$ cat config.mk
export PLATFORM = sky130hd
export DESIGN_NAME = serial_motor_command_parser_unit
export DESIGN_NICKNAME = d
export VERILOG_FILES = /design/src/rtl/core/smcp_pkg.sv /design/src/rtl/core/smcp_in_stage.sv /design/src/rtl/core/smcp_parse.sv /design/src/rtl/core/serial_motor_command_parser_unit.sv
export SDC_FILE = /design/constraint.sdc
export NUM_CORES = 1
export LEC_CHECK = 0
export BUFFER_PORTS_ARGS = -buffer_cell sky130_fd_sc_hd__buf_2
export CORE_ASPECT_RATIO = 1.5
export CORE_MARGIN = 3
export CORE_UTILIZATION = 45
export CTS_CLUSTER_DIAMETER = 100
export DETAILED_ROUTE_END_ITERATION = 8
export GPL_ROUTABILITY_DRIVEN = 0
export PLACE_DENSITY = 0.69
export SYNTH_ARGS = -nofsm -noshare
export SYNTH_HDL_FRONTEND = slang
export SYNTH_SLANG_ARGS = --single-unit
$ cat constraint.sdc
create_clock -name clock -period 9.4 [get_ports clock]
set_input_delay 0.47 -clock clock [delete_from_list [all_inputs] [get_ports clock]]
set_output_delay 0.47 -clock clock [all_outputs]
set_load 0.01 [all_outputs]
$ cat src/rtl/core/smcp_pkg.sv
`timescale 1ns / 1ps

package smcp_pkg;

   localparam logic [7:0] CH_CR     = 8'd13;
   localparam logic [7:0] CH_LF     = 8'd10;
   localparam logic [7:0] CH_ZERO   = 8'd48;
   localparam logic [7:0] CH_NINE   = 8'd57;
   localparam logic [7:0] CH_O      = 8'd79;
   localparam logic [7:0] CH_N      = 8'd78;
   localparam logic [7:0] CH_F      = 8'd70;
   localparam logic [7:0] CASE_OFS  = 8'd32;

   localparam logic [6:0] LEVEL_MAX = 7'd100;

   localparam logic [2:0] EV_NONE    = 3'd0;
   localparam logic [2:0] EV_ON      = 3'd1;
   localparam logic [2:0] EV_OFF     = 3'd2;
   localparam logic [2:0] EV_BAD_CMD = 3'd3;
   localparam logic [2:0] EV_BAD_AMT = 3'd4;
   localparam logic [2:0] EV_LEVEL   = 3'd5;

   // 255/100 and 3/100 as reciprocal products, exact for levels up to 100
   localparam logic [20:0] RECIP_255 = 21'd1336965;
   localparam logic [13:0] RECIP_3   = 14'd15729;

   typedef struct packed {
      logic [9:0] duty;
      logic       motor_enable;
      logic [6:0] level_percent;
      logic [2:0] event_res;
   } result_type;

   function automatic logic is_digit(input logic [7:0] c);
      return (c >= CH_ZERO) && (c <= CH_NINE);
   endfunction

   function automatic logic is_letter(input logic [7:0] c, input logic [7:0] upper);
      return (c == upper) || (c == (upper + CASE_OFS));
   endfunction

   function automatic logic [9:0] duty_of(input logic [6:0] level);
      logic [27:0] p1;
      logic [20:0] p2;
      logic [8:0]  q1;
      logic [1:0]  q2;
      p1 = {21'd0, level} * {7'd0, RECIP_255};
      p2 = {14'd0, level} * {7'd0, RECIP_3};
      q1 = p1[27:19];
      q2 = p2[20:19];
      return {q1[7:0], 2'b00} + {8'd0, q2};
   endfunction

endpackage

$ cat src/rtl/core/smcp_in_stage.sv
`timescale 1ns / 1ps

module smcp_in_stage
   import smcp_pkg::*;
(
   input  logic       clock,
   input  logic       reset,
   input  logic       in_valid,
   output logic       in_ready,
   input  logic [7:0] in_byte,
   input  logic       advance,
   output logic       held_valid,
   output logic [7:0] held_byte
);

   logic       valid_ff;
   logic       valid_in;
   logic [7:0] byte_ff;

   assign in_ready   = !valid_ff || advance;
   assign valid_in   = in_ready ? in_valid : valid_ff;
   assign held_valid = valid_ff;
   assign held_byte  = byte_ff;

   always_ff @(posedge clock) begin
      if (reset) begin
         valid_ff <= 1'b0;
      end else begin
         valid_ff <= valid_in;
      end
   end

   always_ff @(posedge clock) begin
      if (in_ready && in_valid) begin
         byte_ff <= in_byte;
      end
   end

endmodule

$ cat src/rtl/core/smcp_parse.sv
`timescale 1ns / 1ps

module smcp_parse
   import smcp_pkg::*;
(
   input  logic       clock,
   input  logic       reset,
   input  logic       advance,
   input  logic [7:0] rx_byte,
   output result_type result
);

   logic [7:0] buf_ff [3];
   logic [7:0] buf_in [3];
   logic [1:0] pos_ff;
   logic [1:0] pos_in;
   logic       skip_ff;
   logic       skip_in;
   logic       motor_ff;
   logic       motor_in;
   logic [6:0] level_ff;
   logic [6:0] level_in;
   logic [9:0] duty_ff;
   logic [9:0] duty_in;

   logic [1:0] pos;
   logic       ends;
   logic       skip_mid;
   logic [2:0] ev;
   logic [3:0] d0;
   logic [3:0] d1;
   logic [3:0] d2;
   logic [9:0] value;
   logic       bad_amt;
   logic [6:0] clamped;

   always_comb begin
      pos = (pos_ff > 2'd2) ? 2'd2 : pos_ff;
      for (int i = 0; i < 3; i++) begin
         buf_in[i] = (pos == i[1:0]) ? rx_byte : buf_ff[i];
      end

      d0 = buf_in[0][3:0] - CH_ZERO[3:0];
      d1 = buf_in[1][3:0] - CH_ZERO[3:0];
      d2 = buf_in[2][3:0] - CH_ZERO[3:0];
      if (buf_in[1] == CH_CR) begin
         value   = {6'd0, d0};
         bad_amt = 1'b0;
      end else if (buf_in[2] == CH_CR) begin
         value   = ({6'd0, d0} * 10'd10) + {6'd0, d1};
         bad_amt = !is_digit(buf_in[1]);
      end else begin
         value   = ({6'd0, d0} * 10'd100) + ({6'd0, d1} * 10'd10) + {6'd0, d2};
         bad_amt = !is_digit(buf_in[1]) || !is_digit(buf_in[2]);
      end
      clamped = (value > {3'd0, LEVEL_MAX}) ? LEVEL_MAX : value[6:0];

      ends     = !skip_ff && ((pos == 2'd2) || (rx_byte == CH_CR));
      skip_mid = skip_ff || ends;
      ev       = EV_NONE;
      motor_in = motor_ff;
      level_in = level_ff;
      duty_in  = duty_ff;

      if (ends) begin
         if (is_digit(buf_in[0])) begin
            if (bad_amt) begin
               ev = EV_BAD_AMT;
            end else begin
               ev       = EV_LEVEL;
               level_in = clamped;
               duty_in  = duty_of(clamped);
            end
         end else if (is_letter(buf_in[0], CH_O) && is_letter(buf_in[1], CH_N)
                      && (buf_in[2] == CH_CR)) begin
            ev       = EV_ON;
            motor_in = 1'b1;
         end else if (is_letter(buf_in[0], CH_O) && is_letter(buf_in[1], CH_F)
                      && is_letter(buf_in[2], CH_F)) begin
            ev       = EV_OFF;
            motor_in = 1'b0;
         end else begin
            ev = EV_BAD_CMD;
         end
      end

      if (skip_mid && (rx_byte == CH_LF)) begin
         pos_in  = 2'd0;
         skip_in = 1'b0;
      end else if (!skip_mid) begin
         pos_in  = pos + 2'd1;
         skip_in = 1'b0;
      end else begin
         pos_in  = pos;
         skip_in = 1'b1;
      end

      result.duty          = motor_in ? duty_in : 10'd0;
      result.motor_enable  = motor_in;
      result.level_percent = level_in;
      result.event_res     = ev;
   end

   always_ff @(posedge clock) begin
      if (reset) begin
         for (int i = 0; i < 3; i++) begin
            buf_ff[i] <= 8'd0;
         end
         pos_ff   <= 2'd0;
         skip_ff  <= 1'b0;
         motor_ff <= 1'b0;
         level_ff <= 7'd0;
         duty_ff  <= 10'd0;
      end else if (advance) begin
         for (int i = 0; i < 3; i++) begin
            buf_ff[i] <= buf_in[i];
         end
         pos_ff   <= pos_in;
         skip_ff  <= skip_in;
         motor_ff <= motor_in;
         level_ff <= level_in;
         duty_ff  <= duty_in;
      end
   end

endmodule

$ cat src/rtl/core/serial_motor_command_parser_unit.sv
`timescale 1ns / 1ps

// channel   | ports                    | contents
// ----------+--------------------------+-------------------------------------------
// req       | req_tvalid/tready/tdata  | one received serial byte per item
// rsp       | rsp_tvalid/tready/tdata  | duty, motor enable, level, event per item
//
// one item per cycle sustained while rsp is not stalled; rsp valid follows the req accept edge
// through the input register, parse logic and result register
// every input byte gives exactly one result item
// synchronous reset clears the line buffer, motor state, level and duty
// a stalled rsp holds its item; req takes one more item into the input register, then stalls

module serial_motor_command_parser_unit
   import smcp_pkg::*;
(
   input  logic        clock,
   input  logic        reset,
   input  logic        req_tvalid,
   output logic        req_tready,
   input  logic [7:0]  req_tdata,   // [7:0] rx_byte
   output logic        rsp_tvalid,
   input  logic        rsp_tready,
   output logic [23:0] rsp_tdata    // [9:0] duty, [10] motor_enable,
                                    // [17:11] level_percent, [20:18] event_res, [23:21] zero
);

   logic       held_valid;
   logic [7:0] held_byte;
   logic       advance;
   result_type result;

   logic       rsp_valid_ff;
   logic       rsp_valid_in;
   result_type rsp_data_ff;

   assign advance      = held_valid && (!rsp_valid_ff || rsp_tready);
   assign rsp_valid_in = advance || (rsp_valid_ff && !rsp_tready);

   smcp_in_stage u_in_stage (
      .clock      (clock),
      .reset      (reset),
      .in_valid   (req_tvalid),
      .in_ready   (req_tready),
      .in_byte    (req_tdata),
      .advance    (advance),
      .held_valid (held_valid),
      .held_byte  (held_byte)
   );

   smcp_parse u_parse (
      .clock   (clock),
      .reset   (reset),
      .advance (advance),
      .rx_byte (held_byte),
      .result  (result)
   );

   always_ff @(posedge clock) begin
      if (reset) begin
         rsp_valid_ff <= 1'b0;
      end else begin
         rsp_valid_ff <= rsp_valid_in;
      end
   end

   always_ff @(posedge clock) begin
      if (advance) begin
         rsp_data_ff <= result;
      end
   end

   assign rsp_tvalid = rsp_valid_ff;
   assign rsp_tdata  = {3'd0, rsp_data_ff.event_res, rsp_data_ff.level_percent,
                        rsp_data_ff.motor_enable, rsp_data_ff.duty};

endmodule

==> results of run 1 <==
state kept, by name, summed over array words and instances (netlist names):
register	count
u_parse.skip_ff	1
u_in_stage.held_valid	1
rsp_tdata	21
u_parse.pos_ff	2
u_parse.duty_ff	10
rsp_tvalid	1
u_parse.level_ff	7
u_parse.buf_ff	24
u_parse.motor_ff	1
u_in_stage.held_byte	8
cell families (layout without fill, tap and decap cells):
| kind of cell | count (synthesis) | in the layout |
|---|---|---|
| flip-flops | 76 | 76 |
| multiplexers | 34 | 34 |
| XOR/XNOR | 25 | 25 |
| buffers and inverters | 120 | 171 |
| other | 1 | 3 |
| AND/OR/NAND/NOR | 257 | 257 |
| AO/OA/AOI/OAI | 138 | 138 |
| adder cells (fa/ha/maj) | 164 | 164 |
routing by layer:
layer  track usage (%)  part of all wire (%)
met5                 0                     0
met4             10.25                   5.0
met3             2.661                   2.8
met2             40.35                    55
met1             22.71                    37
worst min path at each step:
stage / slack, ps / to / cells past startpoint / start
after CTS: 300 / u_in_stage.held_byte[0] / 1 / req_tdata[0]
after global placement: 440 / u_parse.level_ff[3] / 2 / u_parse.level_ff[3]
final: 300 / u_in_stage.held_byte[0] / 1 / req_tdata[0]
after floorplan: 430 / u_parse.level_ff[3] / 2 / u_parse.level_ff[3]
after global routing: 290 / u_in_stage.held_byte[7] / 1 / req_tdata[7]
after detailed placement: 440 / u_parse.level_ff[3] / 2 / u_parse.level_ff[3]
worst max-delay path: cells and delay by family (launching register included):
kind	cells	cell delay, ps
flops	1	310
xor+xnor	1	310
fa+ha+maj	8	2930
compound gates	9	1520
mux	1	270
buf+inv	6	730
simple gates	9	2440
layout make-up:
class / count / area share [%]
Multi-Input combinational cell: 621 / 61.01
Sequential cell: 76 / 24.01
Timing Repair Buffer: 61 / 4.363
Inverter: 94 / 4.129
Tap cell: 210 / 3.075
Clock buffer: 11 / 2.723
Clock inverter: 5 / 0.6881
metrics by stage:
| stage | utilization (%) | area (µm²) | setup slack (ps) | std cells |
|---|---|---|---|---|
| floorplan | - | 7722 | 544.6 | 817 |
| global route | 50.98 | 8546 | 33.26 | 1078 |
| detailed placement | 49.01 | 8215 | 230.4 | 1062 |
| CTS | 50.75 | 8507 | 199.9 | 1078 |
| global placement | 49.01 | 8215 | 452.4 | 1062 |
| finish | 50.98 | 8546 | 628.3 | 1078 |
synth_stat cells (9+ instances only):
cell type and count:
a211oi_1 11, inv_1 92, clkbuf_1 11, edfxtp_1 53
xnor2_1 17, a31oi_1 11, dfxtp_1 23, mux2i_1 24
nand3_1 12, nor3_1 19, o21ai_0 20, a21o_1 12
nor4_1 9, ha_1 126, nand2b_1 12, a21oi_1 43
nand2_1 58, nor2_1 78, fa_1 37
==> out/results.ini, run 1 <==
[setup_path]
crit_path_end_kind = register
cp-start-kind = register
cp-startpoint = u_parse.pos_ff[1]
required_ps = 9490
rr_startpoint = u_parse.pos_ff[1]
cp_slowest_stage_delay_ps = 670
rrSetupSlack_ps = 630
crit_slowest_cell = or4b_2
worst-path-max-fanout = 8
arrival_ps = 8860
regToRegEndpoint = rsp_tdata[9]
reg2reg_depth = 34
endpoint = rsp_tdata[9]
path_class = register to register

[timing]
final-setup-viol-count = 0
rsz0062_at_grt = false
slew_viol_final = 0
relSlewSlack_pct = 15.12
finalCritPeriodShare_pct = 93.32
hold_ws_ps = 300.6
finClkSkew_ps = 9.043
tns_ps = 0
worstMarginPinSlew_ps = 1273
fin_crit_ps = 8772
finalHoldViolCount = 0
max_freq_ghz = 0.1140

[route]
drtPass1Iterations = 5
vias = 6144
drc = 0
routed_via_density = 5.699
drtIter0Drc = 448
ant_nets = 0
routed_wl_um = 19490
wl_per_cell_um = 18.08

[flow_run]
max_cap_viol_count = 0

[cells_and_area]
area_growth_pct = 10.77
layout_common_cells = 125 x ha_1, 92 x inv_1, 77 x nor2_1
num-fill-cells = 1560
mostFrequentLayoutCell = ha_1
register_area_um2 = 2052
antennaDiodeCount = 0
fin_nets = 1038
drive_gt1_share_pct = 13.36
multiInputGateArea_um2 = 5214

[global_route]
antenna_found_initial = 0
first_global_vias = 6346
grt_max_degree = 32
grt_pass1_wl_um = 31880
grt_overflow_total = 0
grt_use_total_pct = 21.28

[synth]
ys_ff_latch = 76
syn_avg_cell_area_um2 = 9.466
synth-compound-area-share_pct = 12.16
synth_top_area_share_pct = 20.63
synthMuxAreaShare_pct = 4.752
synth-main-ff-cell = edfxtp_1
synth_top_family_by_area = adder cells
synth_edf_count = 53
synth_area_leaders = edfxtp_1 21%, ha_1 20%, fa_1 9.6%
synth_area_um2 = 7715
synthCells = 815
synth-simple-area-share_pct = 17.00
synth_top_area_cell = edfxtp_1
yosysSeqAreaShare_pct = 26.60
ys_types = 80
yosysWarningCount = 0
synth_xor_area_share_pct = 2.838
synth_fa_ha_area_share_pct = 30.18
async_reset_ff_share_pct = 0

[die]
die-width_um = 112.9
io_pins = 38
rows = 58
die-area_um2 = 18780
initial_utilization_pct = 46.02
coreArea_um2 = 16760
die-height_um = 166.4

[clock_tree]
post-cts-setup-buffers = 0
clock-root-buffer = clkbuf_16
cts.clk_slew.worst_paths_ps = 60
cts_hold_buf = 0
cts-resized-gates = 0
cts_sinks = 76
cts_buffers = 9
cts_tree = yes
cts.htree.levels = 3
insertion_delay_ps = 340
clk_path_buf_depth = 2

[hold_path]
hold_path_class = input pin to register

[place]
portBuffers = 34
dp_hpwl_um = 15600

[status]
status = finished clean

Power of run 1 is left out: the tool's default activity adds up to more than one toggle a clock period on the data nets, which glitch-free logic cannot reach.
==> inputs of run 2 (changes only) <==
- ABC_AREA: unset -> 1
==> run 2 against run 1 <==
Net effect:
- design area rose by 2.5%
- global-route usage fell by 0.39 points
- clock skew fell by 3.4 ps
- critical path depth rose by 9
- first-iteration DRC count fell by 2.9%
- synthesized cell count rose by 27%
- register-to-register slack improved by 410 ps
- sequential cell count did not move
- final cell count rose by 20%
- critical endpoint is now rsp_tdata[1]
- clock-buffer cell count rose by 1
- sequential share of layout area fell by 0.59 points
- worst setup slack improved by 410 ps
==> out/results.ini, run 2 <==
[status]
status = finished clean

[timing]
finClkSkew_ps = 5.664
fin_crit_ps = 8358
finalCritPeriodShare_pct = 88.91
rsz0062_at_grt = false
worstMarginPinSlew_ps = 1110
finalHoldViolCount = 0
slew_viol_final = 0
tns_ps = 0
relSlewSlack_pct = 25.54
max_freq_ghz = 0.1197
final-setup-viol-count = 0

[setup_path]
cp-start-kind = register
reg2reg_depth = 43
worst_path_most_repeated_cell = nand2_1
crit_path_end_kind = register
cp_slowest_stage_delay_ps = 590
crit_slowest_cell = dfxtp_1
arrival_ps = 8450
worst-path-max-fanout = 15
path_class = register to register
required_ps = 9500

[clock_tree]
cts_sinks = 76
cts_tree = yes
cts_hold_buf = 0
clk_path_buf_depth = 2
post-cts-setup-buffers = 0
cts.clk_slew.worst_paths_ps = 60
cts-resized-gates = 0
insertion_delay_ps = 340
clock-root-buffer = clkbuf_16
cts.htree.levels = 3
cts_buffers = 9

[die]
die-height_um = 169.7
die-width_um = 115.1
coreArea_um2 = 17420
initial_utilization_pct = 46.15
die-area_um2 = 19540
rows = 59
io_pins = 38

[synth]
ys_types = 53
synth_area_leaders = edfxtp_1 20%, ha_1 20%, nand2_1 10%
async_reset_ff_share_pct = 0
synth.most_common_cell = nand2_1
synth_common_cells = 221 x nand2_1, 202 x inv_1, 126 x ha_1
synthCells = 1032
synth_top_area_share_pct = 19.79
yosysWarningCount = 0
syn_avg_cell_area_um2 = 7.791
synth_area_um2 = 8040
synth_top_area_cell = edfxtp_1
synth_edf_count = 53
yosysSeqAreaShare_pct = 25.52
ys_ff_latch = 76
synth-main-ff-cell = edfxtp_1

[route]
routed_wl_um = 19730
routed_via_density = 5.264
vias = 6791
ant_nets = 0
drc = 0
drtIter0Drc = 435
drtPass1Iterations = 5
wl_per_cell_um = 15.29

[cells_and_area]
layout_common_cells = 221 x nand2_1, 202 x inv_1, 126 x ha_1
num-fill-cells = 1680
fin_nets = 1247
regMostFlops = u_parse.buf_ff
area_growth_pct = 8.948
antennaDiodeCount = 0
largest_reg_flops = 24
drive_gt1_share_pct = 9.656
mostFrequentLayoutCell = nand2_1

[global_route]
grt_max_degree = 35
grt_pass1_wl_um = 32690
grt_overflow_total = 0
first_global_vias = 6850
grt_use_total_pct = 20.89
antenna_found_initial = 0

[place]
dp_hpwl_um = 16310
portBuffers = 34

[hold_path]
hold_path_class = input pin to register
min_path_cells = 1

[flow_run]
max_cap_viol_count = 0

==> run 2: changes by cell type in the layout (fill, tap and decap cells not counted), sizes merged, moves of 9 or more <==
cell / before / now
xnor2: 17 / 5
mux2i: 26 / 1
inv: 97 / 208
nand2b: 12 / 0
a21o: 12 / 3
o21ai: 21 / 51
nand3: 12 / 49
nand2: 58 / 238
a211oi: 12 / 2
buf: 61 / 40
==> run 2: final timing paths <==
kind | from | to | slack, ps
max reg2reg | u_parse.pos_ff[1] | rsp_tdata[1] | 1040
min | req_tdata[3] | u_in_stage.held_byte[3] | 300
max | u_parse.pos_ff[1] | rsp_tdata[1] | 1040
min reg2reg | u_parse.duty_ff[7] | u_parse.duty_ff[7] | 450
==> run 2: kinds of logic after synthesis <==
group / Yosys count / synth area share, %
buf+inv: 224 / 10.82
fa+ha+maj: 163 / 28.82
simple gates: 419 / 23.14
other cells: 1 / 0.04664
compound gates: 135 / 10.02
xor+xnor: 13 / 1.510
mux: 1 / 0.1245
flops: 76 / 25.52
==> run 2: cell type report <==
| type | count | area (µm²) | area share, % |
|---|---|---|---|
| clock inverters | 4 | 30.03 | 0.3428 |
| inverters | 211 | 792.0 | 9.042 |
| repair buffers | 40 | 215.2 | 2.457 |
| well taps | 213 | 266.5 | 3.042 |
| flip-flops and latches | 76 | 2052 | 23.43 |
| clock buffers | 12 | 277.8 | 3.171 |
| multi-input cells | 734 | 5126 | 58.52 |
==> run 2: routing by layer <==
| layer | share of wire [%] | vias to the layer above | global-route usage (%) |
|---|---|---|---|
| met1 | 38 | 3142 | 22.69 |
| met3 | 3.1 | 55 | 1.605 |
| met2 | 54 | 178 | 39.72 |
| met5 | 0 | - | 0 |
| li1 | - | 3416 | - |
| met4 | 4.6 | 0 | 10.37 |
==> run 2: per-stage QoR <==
step / hold slack [ps] / worst slack (ps) / util, % / area (µm²) / instances
2_1_floorplan: 418.6 / 1934 / - / 8048 / 1034
3_3_place_gp: 428.4 / 1155 / 48.51 / 8452 / 1274
3_5_place_dp: 438.9 / 1039 / 48.51 / 8452 / 1274
4_1_cts: 296.5 / 1005 / 50.28 / 8760 / 1290
5_1_grt: 297.4 / 304.0 / 50.28 / 8760 / 1290
6_report: 300.7 / 1042 / 50.28 / 8760 / 1290
==> run 2: critical path: cells and delay by family, from the launching register on <==
kind / cells / cell delay [ps]
fa+ha+maj: 10 / 3370
compound gates: 5 / 790
flops: 1 / 590
xor+xnor: 2 / 300
mux: 1 / 90
buf+inv: 6 / 730
simple gates: 19 / 2220
Power of run 2 is left out for the same reason.
==> inputs of run 3 (changes only) <==
- CELL_PAD_IN_SITES_DETAIL_PLACEMENT: unset -> 0
- CELL_PAD_IN_SITES_GLOBAL_PLACEMENT: unset -> 1
- CORE_UTILIZATION: 45 -> 43
- PLACE_DENSITY: 0.69 -> 0.83
==> run 3 against run 2 <==
Net effect:
- design area up 0.57%
- first-iteration DRC count down 9.9%
- worst setup slack lost 34 ps
- clock-buffer cell count is 3 lower
- non-clock buffer count increased by 2
==> out/results.ini, run 3 (same netlist as run 2, synthesis figures left out) <==
[cells_and_area]
utilization_pct = 48.49
register_area_um2 = 2052
multiInputGateArea_um2 = 5126
fin_nets = 1249
num-fill-cells = 1868
area_growth_pct = 9.571
drive_gt1_share_pct = 9.731
mostFrequentLayoutCell = nand2_1
largest_reg_flops = 24
layout_common_cells = 221 x nand2_1, 202 x inv_1, 126 x ha_1
regMostFlops = u_parse.buf_ff
antennaDiodeCount = 0

[die]
initial_utilization_pct = 44.26
die-area_um2 = 20410
rows = 60
die-width_um = 117.7
die-height_um = 173.5
coreArea_um2 = 18170
io_pins = 38

[setup_path]
regToRegEndpoint = rsp_tdata[1]
crit_slowest_cell = dfxtp_1
cp-start-kind = register
path_class = register to register
worst_path_most_repeated_cell = ha_1
rrSetupSlack_ps = 1010
worst-path-max-fanout = 15
arrival_ps = 8480
cp-startpoint = u_parse.pos_ff[1]
cp_slowest_stage_delay_ps = 600
crit_path_end_kind = register
required_ps = 9490
reg2reg_depth = 39
rr_startpoint = u_parse.pos_ff[1]

[timing]
finalCritPeriodShare_pct = 89.27
fin_crit_ps = 8391
tns_ps = 0
final-setup-viol-count = 0
finalHoldViolCount = 0
rsz0062_at_grt = false
worst_slack_ps = 1009
slew_viol_final = 0
hold_ws_ps = 307.9
max_freq_ghz = 0.1192
worstMarginPinSlew_ps = 1185
relSlewSlack_pct = 20.70
finClkSkew_ps = 9.902

[route]
vias = 6648
drc = 0
routed_wl_um = 20060
drtIter0Drc = 392
drtPass1Iterations = 5
ant_nets = 0
routed_via_density = 5.010
wl_per_cell_um = 15.11

[hold_path]
min_to = u_in_stage.held_byte[2]
hold_path_startpoint = req_tdata[2]
min_path_cells = 1
hold_path_class = input pin to register

[clock_tree]
cts-resized-gates = 0
cts_buffers = 9
cts_sinks = 76
post-cts-setup-buffers = 0
cts.htree.levels = 3
cts_hold_buf = 0
clk_path_buf_depth = 2
insertion_delay_ps = 330
clock-root-buffer = clkbuf_16
cts_tree = yes
cts.clk_slew.worst_paths_ps = 60

[flow_run]
max_cap_viol_count = 0

[place]
portBuffers = 34
dp_hpwl_um = 16830
dp_slack_ps = 1060

[global_route]
grt_use_total_pct = 20.07
grt_pass1_wl_um = 33260
first_global_vias = 6731
grt_max_degree = 35
antenna_found_initial = 0
grt_overflow_total = 0

[status]
status = finished clean

==> run 3: stage by stage <==
stage / cell area (µm²) / cells
finish: 8810 / 1327
global route: 8810 / 1327
CTS: 8810 / 1327
detailed placement: 8511 / 1311
global placement: 8511 / 1311
floorplan: 8048 / 1034
==> run 3: worst max path at each step <==
| stage | cells after the start | endpoint | slack (ps) |
|---|---|---|---|
| after global placement | 39 | rsp_tdata[1] | 1170 |
| after CTS | 39 | rsp_tdata[0] | 1010 |
| after detailed placement | 39 | rsp_tdata[0] | 1060 |
| after global routing | 39 | rsp_tdata[0] | 320 |
| after floorplan | 40 | rsp_tdata[1] | 1930 |
| final | 39 | rsp_tdata[1] | 1010 |
==> run 3: critical path: cells and delay by family, from the launching register on <==
family | cells | cell delay (ps)
xor+xnor | 2 | 320
fa+ha+maj | 10 | 3540
simple gates | 15 | 2360
mux | 1 | 90
buf+inv | 8 | 740
compound gates | 3 | 520
flops | 1 | 600
==> run 3: layout make-up <==
class	count	share of cell area (%)
clock buffer	9	2.556
clock inverter	7	0.8379
inverter	211	8.990
multi-input combinational	734	58.19
sequential	76	23.29
tap	248	3.522
timing repair buffer	42	2.613
==> run 3: per-layer routing <==
layer / vias up / part of all wire (%) / wire length [µm] / track usage (%)
met5: - / 0 / 0 / 0
met4: 0 / 3.2 / 651 / 7.775
met3: 39 / 1.8 / 367 / 1.437
met2: 112 / 56 / 11260 / 40.12
met1: 3073 / 39 / 7781 / 21.51
li1: 3424 / - / - / -
Power of run 3 is left out for the same reason.
